`src/cht_pkg.sv`:
```
// ----------------------------------------------------------------------------
// cht_pkg
// Shared types, constants and status codes for the cuckoo hash table.
// ----------------------------------------------------------------------------
package cht_pkg;

   // default geometry
   localparam int LOG2_SLOTS_DEF = 10;
   localparam int ROUNDS_DEF     = 5;

   // opcodes
   localparam logic OP_GET = 1'b0;
   localparam logic OP_PUT = 1'b1;

   // response status codes
   localparam logic [2:0] STATUS_PUT_DONE = 3'd0;
   localparam logic [2:0] STATUS_GET_HIT  = 3'd1;
   localparam logic [2:0] STATUS_GET_MISS = 3'd2;
   localparam logic [2:0] STATUS_PUT_FULL = 3'd3;
   localparam logic [2:0] STATUS_REFUSED  = 3'd4;

   // request payload
   typedef struct packed {
      logic        opcode;
      logic [31:0] key;
      logic [31:0] value;
   } req_type;

   // response payload
   typedef struct packed {
      logic [2:0]  status;
      logic [31:0] found_value;
      logic [31:0] spill_key;
      logic [31:0] spill_value;
   } rsp_type;

   // controller to datapath commands
   typedef struct packed {
      logic       clear_wr;
      logic       load;
      logic       rd_en;
      logic       slot_wr;
      logic       next_probe;
      logic       displace;
      logic       res_load;
      logic [2:0] res_status;
      logic       out_load;
   } cmd_type;

   // datapath to controller status
   typedef struct packed {
      logic req_zero;
      logic op_put;
      logic key_match;
      logic slot_empty;
      logic last_probe;
      logic last_step;
      logic clear_last;
      logic out_free;
   } sts_type;

endpackage

```
`src/cht_ctrl.sv`:
```
// ----------------------------------------------------------------------------
// cht_ctrl
// Sequencer for the cuckoo hash table: clearing pass, probes of a get,
// displacement chain of a put and response hand-off.
// ----------------------------------------------------------------------------
module cht_ctrl (
   input  logic             clock,
   input  logic             reset,
   input  logic             req_valid,
   output logic             req_stall,
   input  cht_pkg::sts_type sts,
   output cht_pkg::cmd_type cmd,
   output logic             clearing
);
   import cht_pkg::*;

   localparam logic [2:0] ST_CLEAR = 3'd0;
   localparam logic [2:0] ST_IDLE  = 3'd1;
   localparam logic [2:0] ST_READ  = 3'd2;
   localparam logic [2:0] ST_CHECK = 3'd3;
   localparam logic [2:0] ST_RESP  = 3'd4;

   logic [2:0] state_ff, state_in;

   // next state and commands
   always_comb begin
      state_in = state_ff;
      cmd      = '0;
      unique case (state_ff)
         ST_CLEAR: begin
            cmd.clear_wr = 1'b1;
            if (sts.clear_last) begin
               state_in = ST_IDLE;
            end
         end
         ST_IDLE: begin
            if (req_valid) begin
               cmd.load = 1'b1;
               if (sts.req_zero) begin
                  cmd.res_load   = 1'b1;
                  cmd.res_status = STATUS_REFUSED;
                  state_in       = ST_RESP;
               end else begin
                  state_in = ST_READ;
               end
            end
         end
         ST_READ: begin
            cmd.rd_en = 1'b1;
            state_in  = ST_CHECK;
         end
         ST_CHECK: begin
            if (sts.op_put) begin
               // write carried entry, pick up the old occupant
               cmd.slot_wr = 1'b1;
               if (sts.slot_empty || sts.key_match) begin
                  cmd.res_load   = 1'b1;
                  cmd.res_status = STATUS_PUT_DONE;
                  state_in       = ST_RESP;
               end else if (sts.last_step) begin
                  cmd.res_load   = 1'b1;
                  cmd.res_status = STATUS_PUT_FULL;
                  state_in       = ST_RESP;
               end else begin
                  cmd.displace = 1'b1;
                  state_in     = ST_READ;
               end
            end else begin
               if (sts.key_match) begin
                  cmd.res_load   = 1'b1;
                  cmd.res_status = STATUS_GET_HIT;
                  state_in       = ST_RESP;
               end else if (sts.last_probe) begin
                  cmd.res_load   = 1'b1;
                  cmd.res_status = STATUS_GET_MISS;
                  state_in       = ST_RESP;
               end else begin
                  cmd.next_probe = 1'b1;
                  state_in       = ST_READ;
               end
            end
         end
         ST_RESP: begin
            if (sts.out_free) begin
               cmd.out_load = 1'b1;
               state_in     = ST_IDLE;
            end
         end
         default: begin
            state_in = ST_IDLE;
         end
      endcase
   end

   always_ff @(posedge clock) begin
      if (reset) begin
         state_ff <= ST_CLEAR;
      end else begin
         state_ff <= state_in;
      end
   end

   assign req_stall = (state_ff != ST_IDLE);
   assign clearing  = (state_ff == ST_CLEAR);

endmodule

```
`config.mk`:
```
export PLATFORM = sky130hd
export DESIGN_NAME = cht_ctrl
export DESIGN_NICKNAME = d
export VERILOG_FILES = /design/src/cht_pkg.sv /design/src/cht_ctrl.sv
export SDC_FILE = /design/constraint.sdc
export NUM_CORES = 1
export LEC_CHECK = 0
export BUFFER_PORTS_ARGS = -buffer_cell sky130_fd_sc_hd__buf_2
export CORE_AREA = 2 2 39 41
export CTS_BUF_LIST = sky130_fd_sc_hd__clkbuf_16
export DETAILED_ROUTE_END_ITERATION = 12
export DIE_AREA = 0 0 41 43
export PLACE_DENSITY = 0.54
export REMOVE_ABC_BUFFERS = 1
export SYNTH_ARGS = -nofsm -noshare
export SYNTH_HDL_FRONTEND = slang
export SYNTH_SLANG_ARGS = --single-unit
```
`constraint.sdc`:
```
create_clock -name clock -period 1.3 [get_ports clock]
set_input_delay 0.065 -clock clock [delete_from_list [all_inputs] [get_ports clock]]
set_output_delay 0.065 -clock clock [all_outputs]
set_load 0.005 [all_outputs]
```
# [Word level (Yosys, flattened, before mapping)]
# Cells that the tools add are included.
[totals] ff_bits=3 wordCells=44
[classes] n_eq_ne=8 n_mux=32 reduce_logical=3
[ops] operator="$mux 3" n=10
[ops] operator="$mux 4" n=7
[ops] operator="$pmux 3 s5" n=1
[ops] operator="$mux 1" n=13
[ops] operator="$pmux 4 s2" n=1
[ops] operator="$eq 3x2->1 const B" n=2
[ops] operator="$ne 2x2->1 const B" n=3
[ops] operator="$eq 3x1->1 const B" n=1
[ops] operator="$eq 3x3->1 const B" n=1
[ops] operator="$logic_not 3->1" n=1
[ops] operator="$ne 3x1->1 const B" n=1
[ops] operator="$reduce_and 3->1" n=1
[ops] operator="$logic_or 1x1->1" n=1

# [Depth between registers and ports, before layout]
# Gate-level depths: netlist of the first run.
[depth] word_depth=4 mapped_depth=4

# [Least setup slack after synthesis of the first run]
# Ideal clock, no wire load.
[synth_path] path_type="register -> register" from="register state_ff[2]" to="register state_ff[2]" arrival_ns=1.099 slack_ns=0.127 path_stages_with_launch=5 period_less_slack_ns=1.173 cell_sequence="dfxtp_1 -> buf_6 -> nand3b_4 -> or3_1 -> a31oi_1"
[synth_via] elab_chain_cells=3 word_cells_on_any_way=10 cone_classes="7 x eq/ne; 1 x mux; 2 x reduce/logical"
[synth_lines] item="from (decl)" line="cht_ctrl.sv:23" source="logic [2:0] state_ff, state_in;"
[synth_lines] item="from (signal assigned)" line="cht_ctrl.sv:99" source="state_ff <= state_in;"
[synth_lines] item="$eq 3x3->1, or another cell as far along" line="cht_ctrl.sv:29" source="unique case (state_ff)"
[synth_lines] item="$ne 2x2->1 (no line)"
[synth_lines] item="$reduce_and 3->1 (no line)"
# Parallel ways exist; a longest one is shown, timed or not.
# A chain may end at the register's enable or synchronous reset.

==> results of run 1 <==
==> layout make-up <==
class / count / area, um2
clock buffers: 3 / 75.1
fillers: 144 / 748
clock inverters: 1 / 3.75
flip-flops and latches: 3 / 66.3
multi-input cells: 32 / 277
well taps: 16 / 20.0
repair buffers: 31 / 190
inverters: 1 / 3.75
==> repair_timing <==
| action | CTS | global route |
|---|---|---|
| gates cloned | 0 | 1 |
| setup buffers | 1 | 3 |
| gates resized for setup | 7 | 7 |
| hold buffers | 0 | 0 |
| endpoints found under the setup margin | 3 | 6 |
| pin swaps | 1 | 3 |
==> power by group <==
part	total, mW	switching (mW)	internal, mW
Combinational	0.108	0.0501	0.0581
Sequential	0.102	0.00530	0.0966
Clock	0.483	0.0861	0.397
==> layer usage <==
layer	vias to the layer above	share of wire [%]	track usage, %
li1	209	-	-
met1	181	39	15.1
met2	17	49	18.8
met3	4	8.2	4.71
met4	0	2.8	10.0
met5	-	0	0
==> worst max path at each step <==
stage	slack (ns)	start	to
after global routing	-0.03	state_ff[2]	cmd[4]
after CTS	0.006	state_ff[2]	cmd[7]
final	0.02	state_ff[2]	cmd[4]
after floorplan	0.11	state_ff[1]	state_ff[2]
after detailed placement	0.14	state_ff[2]	cmd[4]
after global placement	0.16	state_ff[2]	cmd[4]
==> metrics by stage <==
stage | cell area, um2 | std cells | hold slack [ns] | utilization (%) | setup WS [ns]
floorplan | 310 | 36 | 0.134 | - | 0.113
global placement | 468 | 78 | 0.279 | 33.8 | 0.163
detailed placement | 468 | 78 | 0.280 | 33.8 | 0.145
CTS | 577 | 83 | 0.0472 | 41.7 | 0.00624
global route | 636 | 87 | 0.0488 | 45.9 | -0.0285
finish | 636 | 87 | 0.0435 | 45.9 | 0.0205
==> cells in the final DEF, fill, tap and decap left out, drive strengths merged <==
master | netlist | final
buf | 4 | 31
nand2b | 3 | 3
nor2 | 3 | 3
clkbuf | 0 | 3
nand3b | 3 | 3
dfxtp | 3 | 3
nor3 | 2 | 2
nor4 | 2 | 2
inv | 1 | 2
mux2i | 2 | 2
nand2 | 2 | 2
and3 | 2 | 2
and2b | 1 | 1
and4bb | 1 | 1
nor4b | 1 | 1
or3 | 1 | 1
nor3b | 1 | 1
a211oi | 1 | 1
mux2 | 1 | 1
o21bai | 1 | 1
a21oi | 1 | 1
a2111oi | 1 | 1
or2 | 1 | 1
a221oi | 1 | 1
a31oi | 1 | 1
==> cell families (layout without fill, tap and decap cells) <==
logic type / Yosys count / after routing / synth area share [%]
AOI/OAI and AO/OA: 6 / 6 / 14.7
buffers and inverters: 5 / 36 / 10.3
DFF: 3 / 3 / 17.6
muxes: 3 / 3 / 9.16
and+or+nand+nor: 23 / 23 / 48.4
==> flow_summary_export.csv, run 1 <==
group,metric,value,unit
outcome,status,"finished clean",
yosys,netlist_instances,40,
sta,report.final.slew_viol_count,0,
power_and_ir_drop,irDropWorstVdd,573,uV
floorplanning,die_area,0.00176,mm2
clock_network,tritoncts,"yes",
sta,clock-skew-final,0.00162,ns
power_and_ir_drop,power.total,0.693,mW
final_layout,drive_gt1_share,70.4,%
global_routing,grt_pass1_wl,1.55,mm
final_layout,largestRegisters,"state_ff x3",
global_routing,grt_pass1_vias,377,
yosys,yosys-top-cells-count,"dfxtp_1, nand2b_1, nor2_1",
power_and_ir_drop,p_per_area,1090,mW/mm2
clock_network,clkTransAtPathRegs,0.03,ns
global_routing,antenna_found_initial,0,
sta,period_share,98.4,%
detailed_routing,wl_per_cell,11.2,um
sta,hold_violations,0,
worst_setup_path,r2r_end,"state_ff[1]",
worst_setup_path,r2r_setup_slack,0.10,ns
placed_design,hpwl,692,um
worst_setup_path,timing.rr.start,"state_ff[2]",
worst_setup_path,cp_max_fo,4,
final_layout,largest-register,"state_ff",
floorplanning,start_util,24.7,%
yosys,yosys.area.top_type_share,17.6,%
detailed_routing,vias_per_cell,4.72,
worst_setup_path,crit_cells,4,
clock_network,clock_latency,0.22,ns
worst_setup_path,cpMaxStageDelayCell,"dfxtp_4",
worst_setup_path,crit_arrival,1.21,ns
floorplanning,rows,14,
power_and_ir_drop,leakagePower,0.332,nW
worst_hold_path,worstHoldPathType,"in -> reg",
yosys,synth_area_leader_cell,"dfxtp_1",
sta,rsz0062_at_grt,"true",
global_routing,overflow,0,
worst_setup_path,cp.required,1.24,ns
final_layout,largest_reg_flops,3,
worst_setup_path,cp-start-kind,"register",
yosys,ys_ff_latch,3,
final_layout,fin_nets,83,
sta,setup_viol,0,
global_routing,grt_use_total,13.1,%
detailed_routing,totalWireLength,971,um
worst_setup_path,r2r_cells,4,
clock_network,clock_path_buffers,2,
worst_setup_path,cp_num_buf_inv,1,
detailed_routing,detail-route-antenna-nets,0,
worst_setup_path,critical_path.cell_chain,"nand3b_4 > or3_4 > nand2_1 > buf_2",
clock_network,cts_buffers,3,
floorplanning,die_h,43,um
sta,relSlewSlack,82.6,%
sta,min_period,1.28,ns
worst_hold_path,hold_path_depth,2,
worst_setup_path,critPathTopFamily,"simple AND/OR/NAND/NOR gates",
detailed_routing,first_pass_iters,2,
worst_setup_path,slowest_delay,0.34,ns
final_layout,n_antenna_cell,0,
yosys,yosys_most_used_dff,"dfxtp_1",
worst_hold_path,hold_start,"reset",
floorplanning,die_w,41,um
floorplanning,core_area,0.00138,mm2
placed_design,gp_congestion,0.673,
clock_network,root_buffer,"clkbuf_16",
yosys,synth_area_leaders,"dfxtp_1, mux2i_1, nand3b_4",
worst_setup_path,crit_type,"reg -> out",
worst_setup_path,crit_path_end_kind,"primary output",
global_routing,grt_max_degree,11,
worst_hold_path,hold_path_end,"state_ff[2]",
detailed_routing,drt_iter0_drc,6,
yosys,synth_edf_count,0,
job,maxCapViolCount,0,
sta,worst_pin_slew,0.260,ns
final_layout,area_growth,86.1,%
detailed_routing,drc,0,
clock_network,htree_levels,1,
placed_design,portBuffers,23,
yosys,synth-async-reset-ratio,0,%
yosys,syn_area_per_cell,8.54,um2
yosys,yosysUniqueCellTypes,28,
yosys,yosys_warnings,0,
yosys,seq_area_frac_synth,17.6,%
sta,fmax,782,MHz
clock_network,clock_sinks,3,
sta,setup-tns-final,0,ns
detailed_routing,via_count,411,
yosys,netlist_area,342,um2
floorplanning,io_pins,24,
Note: power is estimated with default switching activity, not from simulation.
==> inputs of run 2 (changes only) <==
Settings changed: PLACE_DENSITY 0.54 to 0.56, RECOVER_POWER set to 25, SLEW_MARGIN set to 10.
Clock period 1.3 ns to 1.03 ns, I/O delays scaled along.
==> run 2 against run 1 <==
The flow now finishes with violations (negative setup slack); power grew 33%; largest power group unchanged; design area grew 13%; hold slack gained 0.0043 ns; die area is the same; combinational power grew 58%; via count grew 6.3%; critical endpoint unchanged; critical path type unchanged.
==> flow_summary_export.csv, run 2 (synthesis gave the netlist of run 1 again) <==
group,metric,value,unit
outcome,status,"complete, but fails checks",
outcome,violations,"negative setup slack",
global_routing,grt_max_degree,8,
detailed_routing,drc,0,
clock_network,root_buffer,"clkbuf_16",
worst_setup_path,cp_max_fo,6,
clock_network,cts_buffers,3,
detailed_routing,via_count,437,
power_and_ir_drop,p_per_area,1280,mW/mm2
sta,clock-skew-final,0.00309,ns
global_routing,antenna_found_initial,0,
power_and_ir_drop,irDropWorstVdd,1500,uV
sta,min_period,1.27,ns
worst_setup_path,r2r_setup_slack,-0.13,ns
job,maxCapViolCount,0,
sta,setup_viol,16,
clock_network,htree_levels,1,
global_routing,grt_pass1_wl,1.75,mm
detailed_routing,vias_per_cell,4.91,
final_layout,final_common_cell,"buf_2",
global_routing,grt_pass1_vias,398,
floorplanning,rows,14,
sta,relSlewSlack,71.4,%
sta,fin_ws,-0.236,ns
placed_design,portBuffers,23,
global_routing,grt_use_total,15.4,%
worst_setup_path,r2r_end,"state_ff[1]",
placed_design,gp_congestion,0.713,
clock_network,clock_sinks,3,
final_layout,layout_common_cells,"buf_2, buf_6, buf_4",
final_layout,stdcell_area,721,um2
worst_setup_path,cp-start-kind,"register",
worst_setup_path,crit_type,"reg -> out",
placed_design,placed_area,505,um2
clock_network,clkTransAtPathRegs,0.03,ns
final_layout,n_antenna_cell,0,
clock_network,clock_path_buffers,2,
sta,hold_violations,0,
worst_hold_path,worstHoldPathType,"in -> reg",
placed_design,hpwl,732,um
final_layout,fillers,132,
worst_setup_path,cp.required,0.98,ns
final_layout,largest-register,"state_ff",
sta,period_share,123,%
detailed_routing,wl_per_cell,12.5,um
worst_setup_path,timing.rr.start,"state_ff[2]",
detailed_routing,detail-route-antenna-nets,0,
clock_network,tritoncts,"yes",
floorplanning,io_pins,24,
floorplanning,die_area,0.00176,mm2
global_routing,overflow,0,
clock_network,clock_latency,0.23,ns
worst_setup_path,crit_path_end_kind,"primary output",
detailed_routing,drt_iter0_drc,4,
detailed_routing,totalWireLength,1.11,mm
floorplanning,start_util,24.7,%
worst_setup_path,crit_arrival,1.21,ns
power_and_ir_drop,leakagePower,0.355,nW
final_layout,drive_gt1_share,78.1,%
final_layout,fin_nets,85,
floorplanning,die_w,41,um
detailed_routing,first_pass_iters,3,
power_and_ir_drop,power.total,0.920,mW
worst_setup_path,r2r_cells,3,
floorplanning,die_h,43,um
final_layout,area_growth,111,%
sta,worst_pin_slew,0.426,ns
floorplanning,core_area,0.00138,mm2
sta,fmax,790,MHz
sta,rsz0062_at_grt,"true",
worst_hold_path,hold_start,"reset",
final_layout,largestRegisters,"state_ff x3",
worst_hold_path,hold_path_end,"state_ff[0]",
sta,report.final.slew_viol_count,0,
final_layout,utilization,52.1,%
worst_hold_path,hold_path_depth,2,
final_layout,largest_reg_flops,3,
## run 2: cell count changes in the layout (fill, tap and decap cells not counted), sizes merged
cell,before,now
buf,31,33
## run 2: per-stage QoR
stage / setup slack (ns) / setup TNS [ns] / hold WS (ns) / instances
finish: -0.236 / -1.97 / 0.0478 / 89
global route: -0.288 / -2.77 / 0.0643 / 89
CTS: -0.232 / -2.02 / 0.0456 / 89
detailed placement: -0.141 / -0.426 / 0.262 / 83
global placement: -0.0941 / -0.309 / 0.265 / 83
floorplan: -0.157 / -0.330 / 0.121 / 36
## run 2: cell type report
class	instances	area, um2	area share, %
clock buffer	3	75.1	10.4
clock inverter	1	3.75	0.521
inverter	1	3.75	0.521
multi-input combinational	32	345	47.9
sequential	3	63.8	8.85
tap	16	20.0	2.78
timing repair buffer	33	209	29.0
## run 2: per-layer routing
metal  GRT usage [%]  share of wire, %
met1            18.6                41
met2            21.6                49
met3            3.14               5.8
met4            14.0               4.2
met5               0                 0
## run 2: critical path, stage by stage (launching register included)
cell and delay, ns:
dfxtp_2 0.33, buf_6 0.13, and4bb_2 0.30, nand2_2 0.07, nand2_1 0.06, buf_2 0.10
## run 2: worst max path at each step
stage / start / endpoint / slack [ns] / cells after the start
2_1_floorplan: state_ff[1] / state_ff[2] / -0.16 / 3
3_3_place_gp: state_ff[2] / state_ff[2] / -0.09 / 3
3_5_place_dp: state_ff[1] / state_ff[1] / -0.14 / 4
4_1_cts: state_ff[1] / cmd[4] / -0.23 / 5
5_1_grt: state_ff[1] / cmd[4] / -0.29 / 5
6_report: state_ff[1] / cmd[4] / -0.24 / 5
## run 2: repair_timing
item	4_1_cts	5_1_grt
resized for setup	17	8
endpoints found under the setup margin	16	16
pin swaps	8	1
hold buffers	0	0
hold endpoints to repair	0	0
buffers inserted	2	0
## run 2: power by group
group / total, mW / internal (mW) / switching (mW)
sequential: 0.130 / 0.124 / 0.00667
clock: 0.618 / 0.502 / 0.117
combinational: 0.171 / 0.0873 / 0.0840
==> inputs of run 3 (changes only) <==
Settings changed: GPL_ROUTABILITY_DRIVEN set to 0, PLACE_DENSITY 0.56 to 0.54.
Clock period 1.03 ns to 1.6 ns, I/O delays scaled along.
==> run 3 against run 2 <==
The run now ends clean; global-route usage decreased by 3.5 points; wire length decreased by 21%; final cell count decreased by 11%; die area unchanged; hold slack improved by 0.012 ns; utilization decreased by 14 points; via count decreased by 14%; first-iteration DRC count increased by 50%; critical path depth decreased by 1; non-clock buffer count decreased by 10; clock skew decreased by 0.0019 ns; clock-buffer cell count unchanged.
==> flow_summary_export.csv, run 3 (synthesis gave the netlist of run 1 again) <==
group,metric,value,unit
worst_setup_path,critPathTopFamily,"simple AND/OR/NAND/NOR gates",
worst_hold_path,hold_path_end,"state_ff[2]",
final_layout,largestRegisters,"state_ff x3",
final_layout,utilization,38.0,%
final_layout,largest-register,"state_ff",
worst_setup_path,critical_path.cell_chain,"nand3b_4 > or3_1 > nand2_1 > buf_2",
final_layout,multiInputGateArea,246,um2
power_and_ir_drop,intPower,0.437,mW
worst_setup_path,cpMaxStageDelayCell,"or3_1",
detailed_routing,vias_per_cell,4.73,
final_layout,fillers,156,
detailed_routing,drc,0,
sta,timing.hold.ws,0.0598,ns
final_layout,stdcell_area,526,um2
worst_setup_path,timing.rr.start,"state_ff[2]",
final_layout,final_common_cell,"buf_2",
sta,relSlewSlack,79.8,%
sta,period_share,92.7,%
worst_setup_path,cp_max_fo,9,
global_routing,grt_use_total,11.9,%
detailed_routing,detail-route-antenna-nets,0,
worst_setup_path,cp_num_buf_inv,1,
clock_network,clock_path_buffers,2,
outcome,status,"finished clean",
floorplanning,core_area,0.00138,mm2
clock_network,post_cts_buffers,0,
detailed_routing,totalWireLength,874,um
detailed_routing,drt_iter0_drc,6,
global_routing,antenna_found_initial,0,
global_routing,grt_pass1_wl,1.32,mm
power_and_ir_drop,switching_share,20.0,%
placed_design,dpl_worst_slack,0.281,ns
clock_network,clock_latency,0.22,ns
power_and_ir_drop,p_per_area,1040,mW/mm2
job,maxCapViolCount,0,
floorplanning,rows,14,
sta,rsz0062_at_grt,"false",
worst_hold_path,hold_path_depth,2,
worst_setup_path,cp.required,1.52,ns
sta,setup-tns-final,0,ns
sta,worst_pin_slew,0.302,ns
worst_setup_path,crit_path_end_kind,"primary output",
final_layout,layout_common_cells,"buf_2, nand2b_1, nor2_1, clkbuf_16",
placed_design,placed_area,445,um2
detailed_routing,via_count,374,
floorplanning,die_w,41,um
clock_network,root_buffer,"clkbuf_16",
power_and_ir_drop,p_seq_share,16.2,%
detailed_routing,first_pass_iters,4,
placed_design,hpwl,670,um
power_and_ir_drop,p_switching,0.109,mW
clock_network,tritoncts,"yes",
global_routing,overflow,0,
worst_setup_path,cp-start-kind,"register",
final_layout,n_antenna_cell,0,
placed_design,dpl.cell_count,75,
clock_network,clock_sinks,3,
sta,fin_ws,0.116,ns
clock_network,htree_levels,1,
floorplanning,die_area,0.00176,mm2
sta,fmax,674,MHz
clock_network,clkTransAtPathRegs,0.03,ns
final_layout,area.sequential,62.6,um2
detailed_routing,wl_per_cell,11.1,um
worst_setup_path,r2r_cells,3,
floorplanning,io_pins,24,
worst_hold_path,worstHoldPathType,"in -> reg",
global_routing,grt_max_degree,12,
final_layout,area_growth,53.8,%
worst_setup_path,r2r_end,"state_ff[2]",
power_and_ir_drop,irDropWorstVdd,574,uV
worst_hold_path,hold_start,"reset",
worst_setup_path,crit_arrival,1.40,ns
sta,clock-skew-final,0.00116,ns
sta,hold_violations,0,
sta,report.final.slew_viol_count,0,
final_layout,drive_gt1_share,54.0,%
final_layout,fin_cells,79,
global_routing,grt_pass1_vias,324,
power_and_ir_drop,clkPwrFrac,71.9,%
worst_setup_path,r2r_setup_slack,0.37,ns
power_and_ir_drop,power.total,0.546,mW
worst_setup_path,crit_type,"reg -> out",
clock_network,cts_buffers,3,
power_and_ir_drop,leakagePower,0.283,nW
final_layout,largest_reg_flops,3,
floorplanning,die_h,43,um
sta,min_period,1.48,ns
sta,setup_viol,0,
worst_setup_path,slowest_delay,0.40,ns
power_and_ir_drop,comb_power_share,11.9,%
final_layout,fin_nets,75,
floorplanning,start_util,24.7,%
placed_design,portBuffers,23,
[run 3: cell count changes in the layout (fill, tap and decap cells not counted), sizes merged]
cell,change
buf,-12
clkbuf,+2
[run 3: worst max-delay path by stage]
stage | cells past startpoint | slack (ns) | start | end
after detailed placement | 4 | 0.28 | state_ff[1] | cmd[4]
after floorplan | 3 | 0.41 | state_ff[1] | state_ff[2]
final | 4 | 0.12 | state_ff[2] | cmd[4]
after CTS | 4 | 0.02 | state_ff[1] | cmd[4]
after global routing | 4 | 0.04 | state_ff[2] | cmd[4]
after global placement | 4 | 0.31 | state_ff[1] | cmd[4]
[run 3: cell type report]
type / instances / area share, %
sequential: 3 / 11.9
multi-input combinational: 32 / 46.9
clock buffer: 3 / 14.3
inverter: 1 / 0.714
clock inverter: 1 / 0.714
tap: 16 / 3.81
timing repair buffer: 23 / 21.7
[run 3: metal layers]
layer  GRT usage (%)  vias to the layer above  part of all wire, %
met5               0                        -                    0
met4            16.0                        0                  5.7
met3            1.57                        4                  7.8
met2            15.9                       17                   45
met1            13.1                      159                   42
li1                -                      194                    -
[run 3: power groups by stage]
stage / Combinational (mW) / Sequential (mW) / Clock (mW)
after floorplan: 0.0316 / 0.0869 / 0
after global placement: 0.0662 / 0.0884 / 0
after detailed placement: 0.0660 / 0.0888 / 0
after CTS: 0.0663 / 0.0878 / 0.399
after global routing: 0.0718 / 0.0896 / 0.402
final: 0.0649 / 0.0885 / 0.393
[run 3: repair_timing]
action / 4_1_cts / 5_1_grt
setup endpoints to repair: 0 / 1
hold buffers: 0 / 0
resized for setup: 0 / 2
